File: src/rtl/scr_pkg.sv
// ----------------------------------------------------------------------------
// scr_pkg
// shared types, widths and constants of the spectrum column renderer
// ----------------------------------------------------------------------------
package scr_pkg;

  localparam int IDX_W      = 5;
  localparam int LVL_W      = 8;
  localparam int PEAK_W     = 6;
  localparam int HUE_W      = 8;
  localparam int LED_W      = 11;
  localparam int PEAK_DEPTH = 32;
  // serpentine position before masking: holds 64*64-1 at the widest matrix
  localparam int POS_W      = 12;
  // width for compares of small values against the matrix parameters
  localparam int CMP_W      = 7;

  localparam int LEVEL_MAX   = 80;
  localparam int PEAK_DECAY  = 10;
  localparam int COL_BASE    = 31;
  localparam int MAX_RESULTS = 39;
  localparam int ODD_ROW     = 'h01;

  localparam int NUM_BUCKETS_DEF   = 32;
  localparam int MATRIX_WIDTH_DEF  = 30;
  localparam int MATRIX_HEIGHT_DEF = 40;

  localparam int CFG_ADDR_W = 4;
  localparam int CFG_DATA_W = 32;

  localparam logic [1:0] REG_START_HUE    = 2'd0;
  localparam logic [1:0] REG_ROW_HUE_STEP = 2'd1;
  localparam logic [1:0] REG_COL_HUE_STEP = 2'd2;

  typedef struct packed {
    logic [HUE_W-1:0] start_hue;
    logic [HUE_W-1:0] row_hue_step;
    logic [HUE_W-1:0] col_hue_step;
  } cfg_t;

  typedef struct packed {
    logic [LED_W-1:0] led_index;
    logic             lit;
    logic [HUE_W-1:0] hue;
  } pix_t;

endpackage

File: src/rtl/scr_in_if.sv
// ----------------------------------------------------------------------------
// scr_in_if
// input channel: one spectrum bucket per transaction
// ----------------------------------------------------------------------------
interface scr_in_if;
  logic                      valid;
  logic                      ready;
  logic [scr_pkg::IDX_W-1:0] column_index;
  logic [scr_pkg::LVL_W-1:0] level;

  modport source (output valid, output column_index, output level, input ready);
  modport sink   (input valid, input column_index, input level, output ready);
endinterface

File: src/rtl/scr_out_if.sv
// ----------------------------------------------------------------------------
// scr_out_if
// result channel: one row pixel per transaction
// ----------------------------------------------------------------------------
interface scr_out_if;
  logic                      valid;
  logic                      ready;
  logic [scr_pkg::LED_W-1:0] led_index;
  logic                      lit;
  logic [scr_pkg::HUE_W-1:0] hue;
  logic                      last;

  modport source (output valid, output led_index, output lit, output hue, output last,
                  input ready);
  modport sink   (input valid, input led_index, input lit, input hue, input last,
                  output ready);
endinterface

File: src/rtl/scr_cfg_regs.sv
// ----------------------------------------------------------------------------
// scr_cfg_regs
// apb register file: start hue, row hue step, column hue step
// ----------------------------------------------------------------------------
module scr_cfg_regs (
  input  logic                           clk,
  input  logic                           rst_n,
  input  logic                           psel,
  input  logic                           penable,
  input  logic                           pwrite,
  input  logic [scr_pkg::CFG_ADDR_W-1:0] paddr,
  input  logic [scr_pkg::CFG_DATA_W-1:0] pwdata,
  output logic [scr_pkg::CFG_DATA_W-1:0] prdata,
  output logic                           pready,
  output scr_pkg::cfg_t                  cfg
);

  scr_pkg::cfg_t cfg_r;
  scr_pkg::cfg_t cfg_nxt;
  logic [1:0]    reg_sel;
  logic          wr_en;

  assign reg_sel = paddr[3:2];
  assign wr_en   = psel && penable && pwrite;
  assign pready  = 1'b1;
  assign cfg     = cfg_r;

  always_comb begin
    cfg_nxt = cfg_r;
    if (wr_en) begin
      unique case (reg_sel)
        scr_pkg::REG_START_HUE:    cfg_nxt.start_hue    = pwdata[scr_pkg::HUE_W-1:0];
        scr_pkg::REG_ROW_HUE_STEP: cfg_nxt.row_hue_step = pwdata[scr_pkg::HUE_W-1:0];
        scr_pkg::REG_COL_HUE_STEP: cfg_nxt.col_hue_step = pwdata[scr_pkg::HUE_W-1:0];
        default:                   cfg_nxt = cfg_r;
      endcase
    end
  end

  always_comb begin
    unique case (reg_sel)
      scr_pkg::REG_START_HUE:
        prdata = scr_pkg::CFG_DATA_W'(cfg_r.start_hue);
      scr_pkg::REG_ROW_HUE_STEP:
        prdata = scr_pkg::CFG_DATA_W'(cfg_r.row_hue_step);
      scr_pkg::REG_COL_HUE_STEP:
        prdata = scr_pkg::CFG_DATA_W'(cfg_r.col_hue_step);
      default:
        prdata = '0;
    endcase
  end

  always_ff @(posedge clk) begin
    if (!rst_n) begin
      cfg_r <= '0;
    end else begin
      cfg_r <= cfg_nxt;
    end
  end

endmodule

File: src/rtl/scr_peak_store.sv
// ----------------------------------------------------------------------------
// scr_peak_store
// per-bucket peak hold: saturate, halve, decay and raise to the new height
// ----------------------------------------------------------------------------
module scr_peak_store (
  input  logic                       clk,
  input  logic                       rst_n,
  input  logic [scr_pkg::IDX_W-1:0]  idx,
  input  logic [scr_pkg::LVL_W-1:0]  level,
  input  logic                       upd_en,
  output logic [scr_pkg::PEAK_W-1:0] peak_new
);

  logic [scr_pkg::PEAK_W-1:0] peak_r [scr_pkg::PEAK_DEPTH];
  logic [scr_pkg::LVL_W-1:0]  lvl_sat;
  logic [scr_pkg::PEAK_W-1:0] height;
  logic [scr_pkg::PEAK_W-1:0] peak_old;
  logic [scr_pkg::PEAK_W-1:0] peak_dec;

  always_comb begin
    lvl_sat  = (level > scr_pkg::LVL_W'(scr_pkg::LEVEL_MAX)) ?
               scr_pkg::LVL_W'(scr_pkg::LEVEL_MAX) : level;
    height   = lvl_sat[scr_pkg::PEAK_W:1];
    peak_old = peak_r[idx];
    peak_dec = (peak_old > scr_pkg::PEAK_W'(scr_pkg::PEAK_DECAY)) ?
               peak_old - scr_pkg::PEAK_W'(scr_pkg::PEAK_DECAY) : '0;
    peak_new = (height > peak_dec) ? height : peak_dec;
  end

  always_ff @(posedge clk) begin
    if (!rst_n) begin
      for (int i = 0; i < scr_pkg::PEAK_DEPTH; i++) begin
        peak_r[i] <= '0;
      end
    end else if (upd_en) begin
      peak_r[idx] <= peak_new;
    end
  end

endmodule

File: src/rtl/scr_row_unit.sv
// ----------------------------------------------------------------------------
// scr_row_unit
// row datapath reused every row: lit test, hue accumulate, serpentine index
// ----------------------------------------------------------------------------
module scr_row_unit #(
  parameter int MATRIX_WIDTH  = scr_pkg::MATRIX_WIDTH_DEF,
  parameter int MATRIX_HEIGHT = scr_pkg::MATRIX_HEIGHT_DEF,
  parameter int ROW_W         = $clog2(MATRIX_HEIGHT)
) (
  input  logic [ROW_W-1:0]           row,
  input  logic [scr_pkg::PEAK_W-1:0] peak,
  input  logic [scr_pkg::POS_W-1:0]  base,
  input  logic [scr_pkg::POS_W-1:0]  x_even,
  input  logic [scr_pkg::POS_W-1:0]  x_odd,
  input  logic [scr_pkg::HUE_W-1:0]  hue_line,
  input  logic [scr_pkg::HUE_W-1:0]  col_add,
  input  logic [scr_pkg::HUE_W-1:0]  row_hue_step,
  output scr_pkg::pix_t              pix,
  output logic [scr_pkg::HUE_W-1:0]  hue_line_nxt,
  output logic [scr_pkg::POS_W-1:0]  base_nxt
);

  logic                      lit;
  logic [scr_pkg::HUE_W-1:0] hue_step;
  logic [scr_pkg::POS_W-1:0] pos;

  always_comb begin
    // lit when row > height_of_matrix - peak
    lit      = (scr_pkg::CMP_W'(row) + scr_pkg::CMP_W'(peak)) >
               scr_pkg::CMP_W'(MATRIX_HEIGHT);
    hue_step = hue_line + row_hue_step;
    hue_line_nxt = lit ? hue_step : hue_line;
    // odd rows run right to left on the strip
    pos = ((ROW_W'(row) & ROW_W'(scr_pkg::ODD_ROW)) != '0) ? base + x_odd : base + x_even;
    base_nxt = base - scr_pkg::POS_W'(MATRIX_WIDTH);
    pix.led_index = pos[scr_pkg::LED_W-1:0];
    pix.lit       = lit;
    pix.hue       = lit ? hue_step + col_add : '0;
  end

endmodule

File: src/rtl/spectrum_column_renderer.sv
// ----------------------------------------------------------------------------
// spectrum_column_renderer
// led spectrum bar with peak hold, one column per input transaction
// ----------------------------------------------------------------------------
// Each input transaction with an index below NUM_BUCKETS updates the bucket's
// peak hold and, when the drawn column (31 minus the index) lies in the
// matrix and the held height is below the matrix height, emits rows
// MATRIX_HEIGHT-1 downward, at most 39, one per cycle while the output is not
// stalled, through a single row datapath under a small sequencer. A column
// passes an accept step, a setup step (peak read, decay and write back, column
// hue product) and then its min(MATRIX_HEIGHT-1, 39) row steps. The next
// column is accepted as soon as the final row sits in the output register. The
// peak store is flip-flops cleared by reset, so the block is ready right after
// reset.
module spectrum_column_renderer #(
  parameter int NUM_BUCKETS   = scr_pkg::NUM_BUCKETS_DEF,
  parameter int MATRIX_WIDTH  = scr_pkg::MATRIX_WIDTH_DEF,
  parameter int MATRIX_HEIGHT = scr_pkg::MATRIX_HEIGHT_DEF
) (
  input  logic                           clk,
  input  logic                           rst_n,
  scr_in_if.sink                         in_if,
  scr_out_if.source                      out_if,
  input  logic                           psel,
  input  logic                           penable,
  input  logic                           pwrite,
  input  logic [scr_pkg::CFG_ADDR_W-1:0] paddr,
  input  logic [scr_pkg::CFG_DATA_W-1:0] pwdata,
  output logic [scr_pkg::CFG_DATA_W-1:0] prdata,
  output logic                           pready
);

  localparam int ROW_W    = $clog2(MATRIX_HEIGHT);
  localparam int NUM_ROWS = (MATRIX_HEIGHT - 1 < scr_pkg::MAX_RESULTS) ?
                            MATRIX_HEIGHT - 1 : scr_pkg::MAX_RESULTS;
  localparam logic [ROW_W-1:0] TOP_ROW  = ROW_W'(MATRIX_HEIGHT - 1);
  localparam logic [ROW_W-1:0] LAST_ROW = ROW_W'(MATRIX_HEIGHT - NUM_ROWS);
  localparam logic [scr_pkg::POS_W-1:0] TOP_BASE =
    scr_pkg::POS_W'((MATRIX_HEIGHT - 1) * MATRIX_WIDTH);

  localparam logic [1:0] ST_IDLE  = 2'd0;
  localparam logic [1:0] ST_SETUP = 2'd1;
  localparam logic [1:0] ST_ROWS  = 2'd2;

  scr_pkg::cfg_t cfg;

  logic [1:0]                 state_r, state_nxt;
  logic [scr_pkg::IDX_W-1:0]  idx_r, idx_nxt;
  logic [scr_pkg::LVL_W-1:0]  lvl_r, lvl_nxt;
  logic [scr_pkg::PEAK_W-1:0] peak_r, peak_nxt;
  logic [ROW_W-1:0]           row_r, row_nxt;
  logic [scr_pkg::POS_W-1:0]  base_r, base_nxt;
  logic [scr_pkg::POS_W-1:0]  x_even_r, x_even_nxt;
  logic [scr_pkg::POS_W-1:0]  x_odd_r, x_odd_nxt;
  logic [scr_pkg::HUE_W-1:0]  hue_line_r, hue_line_nxt;
  logic [scr_pkg::HUE_W-1:0]  col_add_r, col_add_nxt;
  logic                       out_valid_r, out_valid_nxt;
  scr_pkg::pix_t              out_pix_r, out_pix_nxt;
  logic                       out_last_r, out_last_nxt;

  logic [scr_pkg::PEAK_W-1:0] peak_new;
  logic [scr_pkg::IDX_W-1:0]  column;
  logic                       idx_ok;
  logic                       emit;
  logic [12:0]                col_prod;
  logic                       out_free;
  scr_pkg::pix_t              pix;
  logic [scr_pkg::HUE_W-1:0]  unit_hue_line;
  logic [scr_pkg::POS_W-1:0]  unit_base;

  scr_cfg_regs u_cfg (
    .clk     (clk),
    .rst_n   (rst_n),
    .psel    (psel),
    .penable (penable),
    .pwrite  (pwrite),
    .paddr   (paddr),
    .pwdata  (pwdata),
    .prdata  (prdata),
    .pready  (pready),
    .cfg     (cfg)
  );

  scr_peak_store u_peak (
    .clk      (clk),
    .rst_n    (rst_n),
    .idx      (idx_r),
    .level    (lvl_r),
    .upd_en   ((state_r == ST_SETUP) && idx_ok),
    .peak_new (peak_new)
  );

  scr_row_unit #(
    .MATRIX_WIDTH  (MATRIX_WIDTH),
    .MATRIX_HEIGHT (MATRIX_HEIGHT),
    .ROW_W         (ROW_W)
  ) u_row (
    .row          (row_r),
    .peak         (peak_r),
    .base         (base_r),
    .x_even       (x_even_r),
    .x_odd        (x_odd_r),
    .hue_line     (hue_line_r),
    .col_add      (col_add_r),
    .row_hue_step (cfg.row_hue_step),
    .pix          (pix),
    .hue_line_nxt (unit_hue_line),
    .base_nxt     (unit_base)
  );

  assign column   = scr_pkg::IDX_W'(scr_pkg::COL_BASE) - idx_r;
  assign idx_ok   = scr_pkg::CMP_W'(idx_r) < scr_pkg::CMP_W'(NUM_BUCKETS);
  assign emit     = idx_ok &&
                    (scr_pkg::CMP_W'(column) < scr_pkg::CMP_W'(MATRIX_WIDTH)) &&
                    (scr_pkg::CMP_W'(peak_new) < scr_pkg::CMP_W'(MATRIX_HEIGHT));
  assign col_prod = 13'(cfg.col_hue_step) * 13'(column);
  assign out_free = !out_valid_r || out_if.ready;

  assign in_if.ready      = (state_r == ST_IDLE);
  assign out_if.valid     = out_valid_r;
  assign out_if.led_index = out_pix_r.led_index;
  assign out_if.lit       = out_pix_r.lit;
  assign out_if.hue       = out_pix_r.hue;
  assign out_if.last      = out_last_r;

  always_comb begin
    state_nxt     = state_r;
    idx_nxt       = idx_r;
    lvl_nxt       = lvl_r;
    peak_nxt      = peak_r;
    row_nxt       = row_r;
    base_nxt      = base_r;
    x_even_nxt    = x_even_r;
    x_odd_nxt     = x_odd_r;
    hue_line_nxt  = hue_line_r;
    col_add_nxt   = col_add_r;
    out_valid_nxt = out_valid_r && !out_if.ready;
    out_pix_nxt   = out_pix_r;
    out_last_nxt  = out_last_r;

    unique case (state_r)
      ST_IDLE: begin
        if (in_if.valid) begin
          idx_nxt   = in_if.column_index;
          lvl_nxt   = in_if.level;
          state_nxt = ST_SETUP;
        end
      end
      ST_SETUP: begin
        peak_nxt     = peak_new;
        row_nxt      = TOP_ROW;
        base_nxt     = TOP_BASE;
        x_even_nxt   = scr_pkg::POS_W'(column);
        x_odd_nxt    = scr_pkg::POS_W'(MATRIX_WIDTH - 1) - scr_pkg::POS_W'(column);
        hue_line_nxt = cfg.start_hue;
        col_add_nxt  = col_prod[scr_pkg::HUE_W-1:0];
        state_nxt    = emit ? ST_ROWS : ST_IDLE;
      end
      ST_ROWS: begin
        if (out_free) begin
          out_valid_nxt = 1'b1;
          out_pix_nxt   = pix;
          out_last_nxt  = (row_r == LAST_ROW);
          hue_line_nxt  = unit_hue_line;
          base_nxt      = unit_base;
          row_nxt       = row_r - ROW_W'(1);
          if (row_r == LAST_ROW) begin
            state_nxt = ST_IDLE;
          end
        end
      end
      default: begin
        state_nxt = ST_IDLE;
      end
    endcase
  end

  always_ff @(posedge clk) begin
    if (!rst_n) begin
      state_r     <= ST_IDLE;
      out_valid_r <= 1'b0;
    end else begin
      state_r     <= state_nxt;
      out_valid_r <= out_valid_nxt;
    end
  end

  always_ff @(posedge clk) begin
    idx_r      <= idx_nxt;
    lvl_r      <= lvl_nxt;
    peak_r     <= peak_nxt;
    row_r      <= row_nxt;
    base_r     <= base_nxt;
    x_even_r   <= x_even_nxt;
    x_odd_r    <= x_odd_nxt;
    hue_line_r <= hue_line_nxt;
    col_add_r  <= col_add_nxt;
    out_pix_r  <= out_pix_nxt;
    out_last_r <= out_last_nxt;
  end

endmodule
File: src/flat_wrapper.sv
// flat-port wrapper written by rule: the top's interface ports become plain ports
module spectrum_column_renderer_flat 
#(
  parameter int NUM_BUCKETS   = scr_pkg::NUM_BUCKETS_DEF,
  parameter int MATRIX_WIDTH  = scr_pkg::MATRIX_WIDTH_DEF,
  parameter int MATRIX_HEIGHT = scr_pkg::MATRIX_HEIGHT_DEF
)
  (clk, rst_n, psel, penable, pwrite, paddr, pwdata, prdata, pready, in_if_valid, in_if_column_index, in_if_level, in_if_ready, out_if_valid, out_if_led_index, out_if_lit, out_if_hue, out_if_last, out_if_ready);
  scr_in_if in_if_i ();
  scr_out_if out_if_i ();
  input  logic clk;
  input  logic rst_n;
  input  logic psel;
  input  logic penable;
  input  logic pwrite;
  input  logic [scr_pkg::CFG_ADDR_W-1:0] paddr;
  input  logic [scr_pkg::CFG_DATA_W-1:0] pwdata;
  output logic [scr_pkg::CFG_DATA_W-1:0] prdata;
  output logic pready;
  input wire logic [$bits(in_if_i.valid)-1:0] in_if_valid;
  input wire logic [$bits(in_if_i.column_index)-1:0] in_if_column_index;
  input wire logic [$bits(in_if_i.level)-1:0] in_if_level;
  output wire logic [$bits(in_if_i.ready)-1:0] in_if_ready;
  output wire logic [$bits(out_if_i.valid)-1:0] out_if_valid;
  output wire logic [$bits(out_if_i.led_index)-1:0] out_if_led_index;
  output wire logic [$bits(out_if_i.lit)-1:0] out_if_lit;
  output wire logic [$bits(out_if_i.hue)-1:0] out_if_hue;
  output wire logic [$bits(out_if_i.last)-1:0] out_if_last;
  input wire logic [$bits(out_if_i.ready)-1:0] out_if_ready;
  assign in_if_i.valid = in_if_valid;
  assign in_if_i.column_index = in_if_column_index;
  assign in_if_i.level = in_if_level;
  assign in_if_ready = in_if_i.ready;
  assign out_if_valid = out_if_i.valid;
  assign out_if_led_index = out_if_i.led_index;
  assign out_if_lit = out_if_i.lit;
  assign out_if_hue = out_if_i.hue;
  assign out_if_last = out_if_i.last;
  assign out_if_i.ready = out_if_ready;
  spectrum_column_renderer #(.NUM_BUCKETS(NUM_BUCKETS), .MATRIX_WIDTH(MATRIX_WIDTH), .MATRIX_HEIGHT(MATRIX_HEIGHT)) u_core (.clk(clk), .rst_n(rst_n), .in_if(in_if_i), .out_if(out_if_i), .psel(psel), .penable(penable), .pwrite(pwrite), .paddr(paddr), .pwdata(pwdata), .prdata(prdata), .pready(pready));
endmodule
File: config.mk
export PLATFORM = sky130hd
export DESIGN_NAME = spectrum_column_renderer_flat
export DESIGN_NICKNAME = d
export VERILOG_FILES = /design/src/rtl/scr_pkg.sv /design/src/rtl/scr_in_if.sv /design/src/rtl/scr_out_if.sv /design/src/rtl/scr_cfg_regs.sv /design/src/rtl/scr_peak_store.sv /design/src/rtl/scr_row_unit.sv /design/src/rtl/spectrum_column_renderer.sv /design/src/flat_wrapper.sv
export SDC_FILE = /design/constraint.sdc
export NUM_CORES = 1
export LEC_CHECK = 0
export BUFFER_PORTS_ARGS = -buffer_cell sky130_fd_sc_hd__buf_4
export CAP_MARGIN = 0
export CELL_PAD_IN_SITES_DETAIL_PLACEMENT = 1
export CELL_PAD_IN_SITES_GLOBAL_PLACEMENT = 2
export CORE_MARGIN = 8
export CORE_UTILIZATION = 45
export CTS_CLUSTER_SIZE = 24
export DETAILED_ROUTE_END_ITERATION = 8
export MAX_ROUTING_LAYER = met4
export PLACE_DENSITY_LB_ADDON = 0.1
export SLEW_MARGIN = 40
export SYNTH_ARGS = -nofsm -noshare
export SYNTH_HDL_FRONTEND = slang
export SYNTH_SLANG_ARGS = --single-unit
File: constraint.sdc
create_clock -name clk -period 8.61 [get_ports clk]
set_clock_uncertainty 0.1 [all_clocks]
set_input_delay 0.4305 -clock clk [delete_from_list [all_inputs] [get_ports clk]]
set_output_delay 0.4305 -clock clk [all_outputs]
set_load 0.01 [all_outputs]
==> flow_summary_export.csv <==
group,metric,value,unit
yosys,syn-cell-area,15240,um^2
timing,finalHoldViolCount,0,
layout,multi_input_area,5851,um^2
worst_setup_path,required,8770,ps
yosys,synth.avg_cell_area,12.49,um^2
route,dr.pass1.iters,5,
timing,fin_crit_sh,65.10,%
layout,regArea,8874,um^2
layout,utilization,51.93,%
layout,fin_area,17370,um^2
clock_tree,hold_buffers,11,
global_route,grt_pass1_wl,58.43,mm
hold_path,holdPathEnd,"u_core.idx_r[2]",
route,drt-total-wl,36.70,mm
worst_setup_path,cpMostUsedCell,"nand2_1",
route,first_iter_violations,533,
yosys,yosysSeqAreaShare,58.18,%
floorplanning,die_w,200.1,um
worst_setup_path,r2r_slack,3010,ps
timing,setup_tns,0,ps
timing,period_needed,5605,ps
clock_tree,htreeDepth,2,
worst_setup_path,worstSetupPathType,"register to register",
placed_design,dpl_cell_area,16080,um^2
worst_setup_path,critPathCaptureType,"register",
yosys,synth-edff-count,274,
layout,num-nets-final,1411,
timing,finalSetupViolCount,0,
worst_setup_path,reg2reg_to,"u_core.u_peak.peak_r[16][2]",
clock_tree,cts_tree,"done",
hold_path,min_path_cells,1,
worst_setup_path,cp-start-kind,"register",
floorplanning,die_area,40020,um^2
power_and_ir_drop,power_per_cell_area,299.6,nW/um^2
route,via_per_inst,5.342,
timing,rsz0062_at_grt,"false",
timing,max_slew_margin,46.66,%
global_route,grt_max_degree,61,
route,via_count,9423,
worst_setup_path,worstPathMaxFanout,25,
worst_setup_path,path_cells,"buf_12 -> mux4_2 -> mux4_2 -> mux2i_2 -> ha_1 -> xor2_1 -> nand2_1 -> ha_1 -> nand2_1 -> a21oi_1 -> o31ai_1 -> a21oi_1 -> nand2_1 -> o21a_1 -> buf_4 -> nor2_1",
clock_tree,postCtsSetupRepairBufs,0,
layout,fillCellCount,3359,
route,wire_per_inst,20.80,um
clock_tree,numClockSinks,306,
clock_tree,clockBufferDepth,3,
floorplanning,die_h,200.1,um
run,cap_viol_max_count,0,
layout,area_delta_synth_final,13.95,%
global_route,antenna_found_initial,0,
placed_design,gp_congestion,0.7692,
outcome,status,"completed",
yosys,synthesis.instances,1220,
route,detail-route-antenna-nets,0,
clock_tree,cts_resized,0,
yosys,yosys_warnings,0,
route,drc,0,
clock_tree,clock_latency,520,ps
global_route,grt_pass1_vias,10119,
timing,tightestPinTransition,800.1,ps
worst_setup_path,rr_worst_depth,16,
floorplanning,start_util,45.57,%
yosys,synth_cell_types,57,
timing,fmax,178.4,MHz
placed_design,dp_hpwl,26.30,mm
clock_tree,clkTransAtPathRegs,60,ps
floorplanning,io_pins,112,
hold_path,min_from,"in_if_column_index[2]",
timing,slew_viol_final,0,
global_route,grt_use_total,19.53,%
worst_setup_path,cp_slowest_stage_delay,670,ps
global_route,grt_overflow_total,0,
floorplanning,num_rows,67,
worst_setup_path,critPathSlowestCell,"dfxtp_4",
yosys,synthArstFlopShare,0,%
yosys,ys_ff_latch,306,
power_and_ir_drop,leakage,6.672,nW
clock_tree,cts_root_buffer,"clkbuf_16",
placed_design,io_buffers,60,
power_and_ir_drop,peakVddDrop,0.2154,mV
clock_tree,numCtsBuffers,36,
power_and_ir_drop,power,5.205,mW
layout,layout-drive-gt1-share,15.21,%
floorplanning,coreArea,33450,um^2
hold_path,min_path_type,"primary input to register",
worst_setup_path,arrival,5770,ps
yosys,synth_flop_cell,"edfxtp_1",
-- cells in the final DEF (no fill, tap or decap), types with 4 or more instances in the layout --
| master | netlist | layout |
|---|---|---|
| a21o_1 | 10 | 10 |
| a21oi_1 | 31 | 31 |
| and2_1 | 8 | 7 |
| and3_1 | 5 | 5 |
| buf_4 | 29 | 68 |
| clkbuf_1 | 22 | 14 |
| clkbuf_16 | 0 | 38 |
| clkinv_1 | 2 | 6 |
| conb_1 | 2 | 25 |
| dfxtp_1 | 32 | 30 |
| dlygate4sd3_1 | 0 | 11 |
| edfxtp_1 | 274 | 274 |
| fa_1 | 15 | 15 |
| ha_1 | 51 | 51 |
| inv_1 | 45 | 43 |
| inv_2 | 3 | 5 |
| mux2_2 | 4 | 4 |
| mux2i_1 | 35 | 35 |
| mux4_2 | 54 | 54 |
| nand2_1 | 135 | 135 |
| nand2b_1 | 6 | 6 |
| nand3_1 | 4 | 4 |
| nand3b_1 | 4 | 4 |
| nor2_1 | 226 | 226 |
| nor2b_1 | 53 | 53 |
| nor3_1 | 14 | 11 |
| o21ai_0 | 30 | 30 |
| o21bai_1 | 6 | 6 |
| o22ai_1 | 12 | 12 |
| xnor2_1 | 30 | 30 |
| xor2_1 | 14 | 14 |
-- registers in the layout, indices dropped and copies added (netlist names), named ones only --
name and count:
u_core.peak_r 6, u_core.out_if.lit 1, u_core.state_r 2, u_core.hue_line_r 8
u_core.out_if.valid 1, u_core.out_if.hue 8, u_core.row_r 6, u_core.x_odd_r 6
u_core.idx_r 5, u_core.lvl_r 8, u_core.u_cfg.cfg 24, u_core.x_even_r 4
u_core.col_add_r 8, u_core.out_if.last 1, u_core.base_r 10, u_core.u_peak.peak_r 192
u_core.out_if.led_index 11
-- worst max-delay path: cells and delay by family (launching register included) --
family	cells	cell delay, ps
DFF	1	670
adders and majority gates	2	540
xor gates and xnor gates	1	280
buffers and inverters	2	680
and+or+nand+nor	4	400
muxes	3	1360
AOI/OAI and AO/OA	4	1290
-- logic make-up (layout without fill, tap and decap cells) --
group | count (synthesis) | in the layout | share of synthesized area (%)
buffers and inverters | 127 | 199 | 4.350
xor gates and xnor gates | 44 | 44 | 2.528
muxes | 96 | 96 | 10.85
and+or+nand+nor | 472 | 472 | 13.49
AOI/OAI and AO/OA | 107 | 107 | 4.399
DFF | 306 | 306 | 58.18
adders and majority gates | 66 | 66 | 6.156
other | 2 | 26 | 0.04927
-- routing by layer --
metal / wire length [um] / GRT usage [%]
met5: 0 / -
met4: 759 / 4.932
met3: 1585 / 3.168
met2: 17730 / 31.37
met1: 16620 / 25.73
-- worst max-delay path by stage --
stage	from	end	slack, ps	cells after the start
after detailed placement	register	u_core.u_peak.peak_r[3][0]	2940	17
after CTS	register	u_core.u_peak.peak_r[24][2]	2930	17
after global placement	register	u_core.u_peak.peak_r[2][0]	2630	15
after floorplan	register	u_core.u_peak.peak_r[25][0]	4360	17
after global routing	register	u_core.u_peak.peak_r[11][2]	2610	17
final	register	u_core.u_peak.peak_r[16][2]	3010	16
-- power by group --
part / total (mW) / leakage, nW / internal, mW / switching (mW)
logic: 1.82 / 3.11 / 0.605 / 1.22
clock network: 1.51 / 0.566 / 0.926 / 0.585
registers: 1.87 / 2.99 / 1.78 / 0.0899
-- synth_stat cells, types with 29 or more instances --
master    number  area (um^2)
nor2_1       226        848.3
nor2b_1       53        331.6
o21ai_0       30        150.1
ha_1          51        638.1
mux2i_1       35        350.3
inv_1         45        168.9
dfxtp_1       32        640.6
buf_4         29        217.7
edfxtp_1     274         8228
nand2_1      135        506.7
xnor2_1       30        262.8
a21oi_1       31        155.2
mux4_2        54         1216
-- area by class of cell --
cell class / instances / share of cell area (%)
Clock buffer: 55 / 6.015
Antenna cell: 1 / 0.01441
Sequential cell: 306 / 51.08
Multi-Input combinational cell: 810 / 33.68
Inverter: 50 / 1.080
Timing Repair Buffer: 85 / 4.171
Tap cell: 448 / 3.227
Clock inverter: 9 / 0.7275
-- metrics by stage --
step,cells,setup slack (ps),hold slack (ps)
floorplan,1243,4357,397.4
global placement,1682,2631,431.9
detailed placement,1688,2940,445.1
CTS,1763,2926,3.293
global route,1763,2605,9.322
finish,1764,3005,27.35
(Power assumes the default switching activity.)
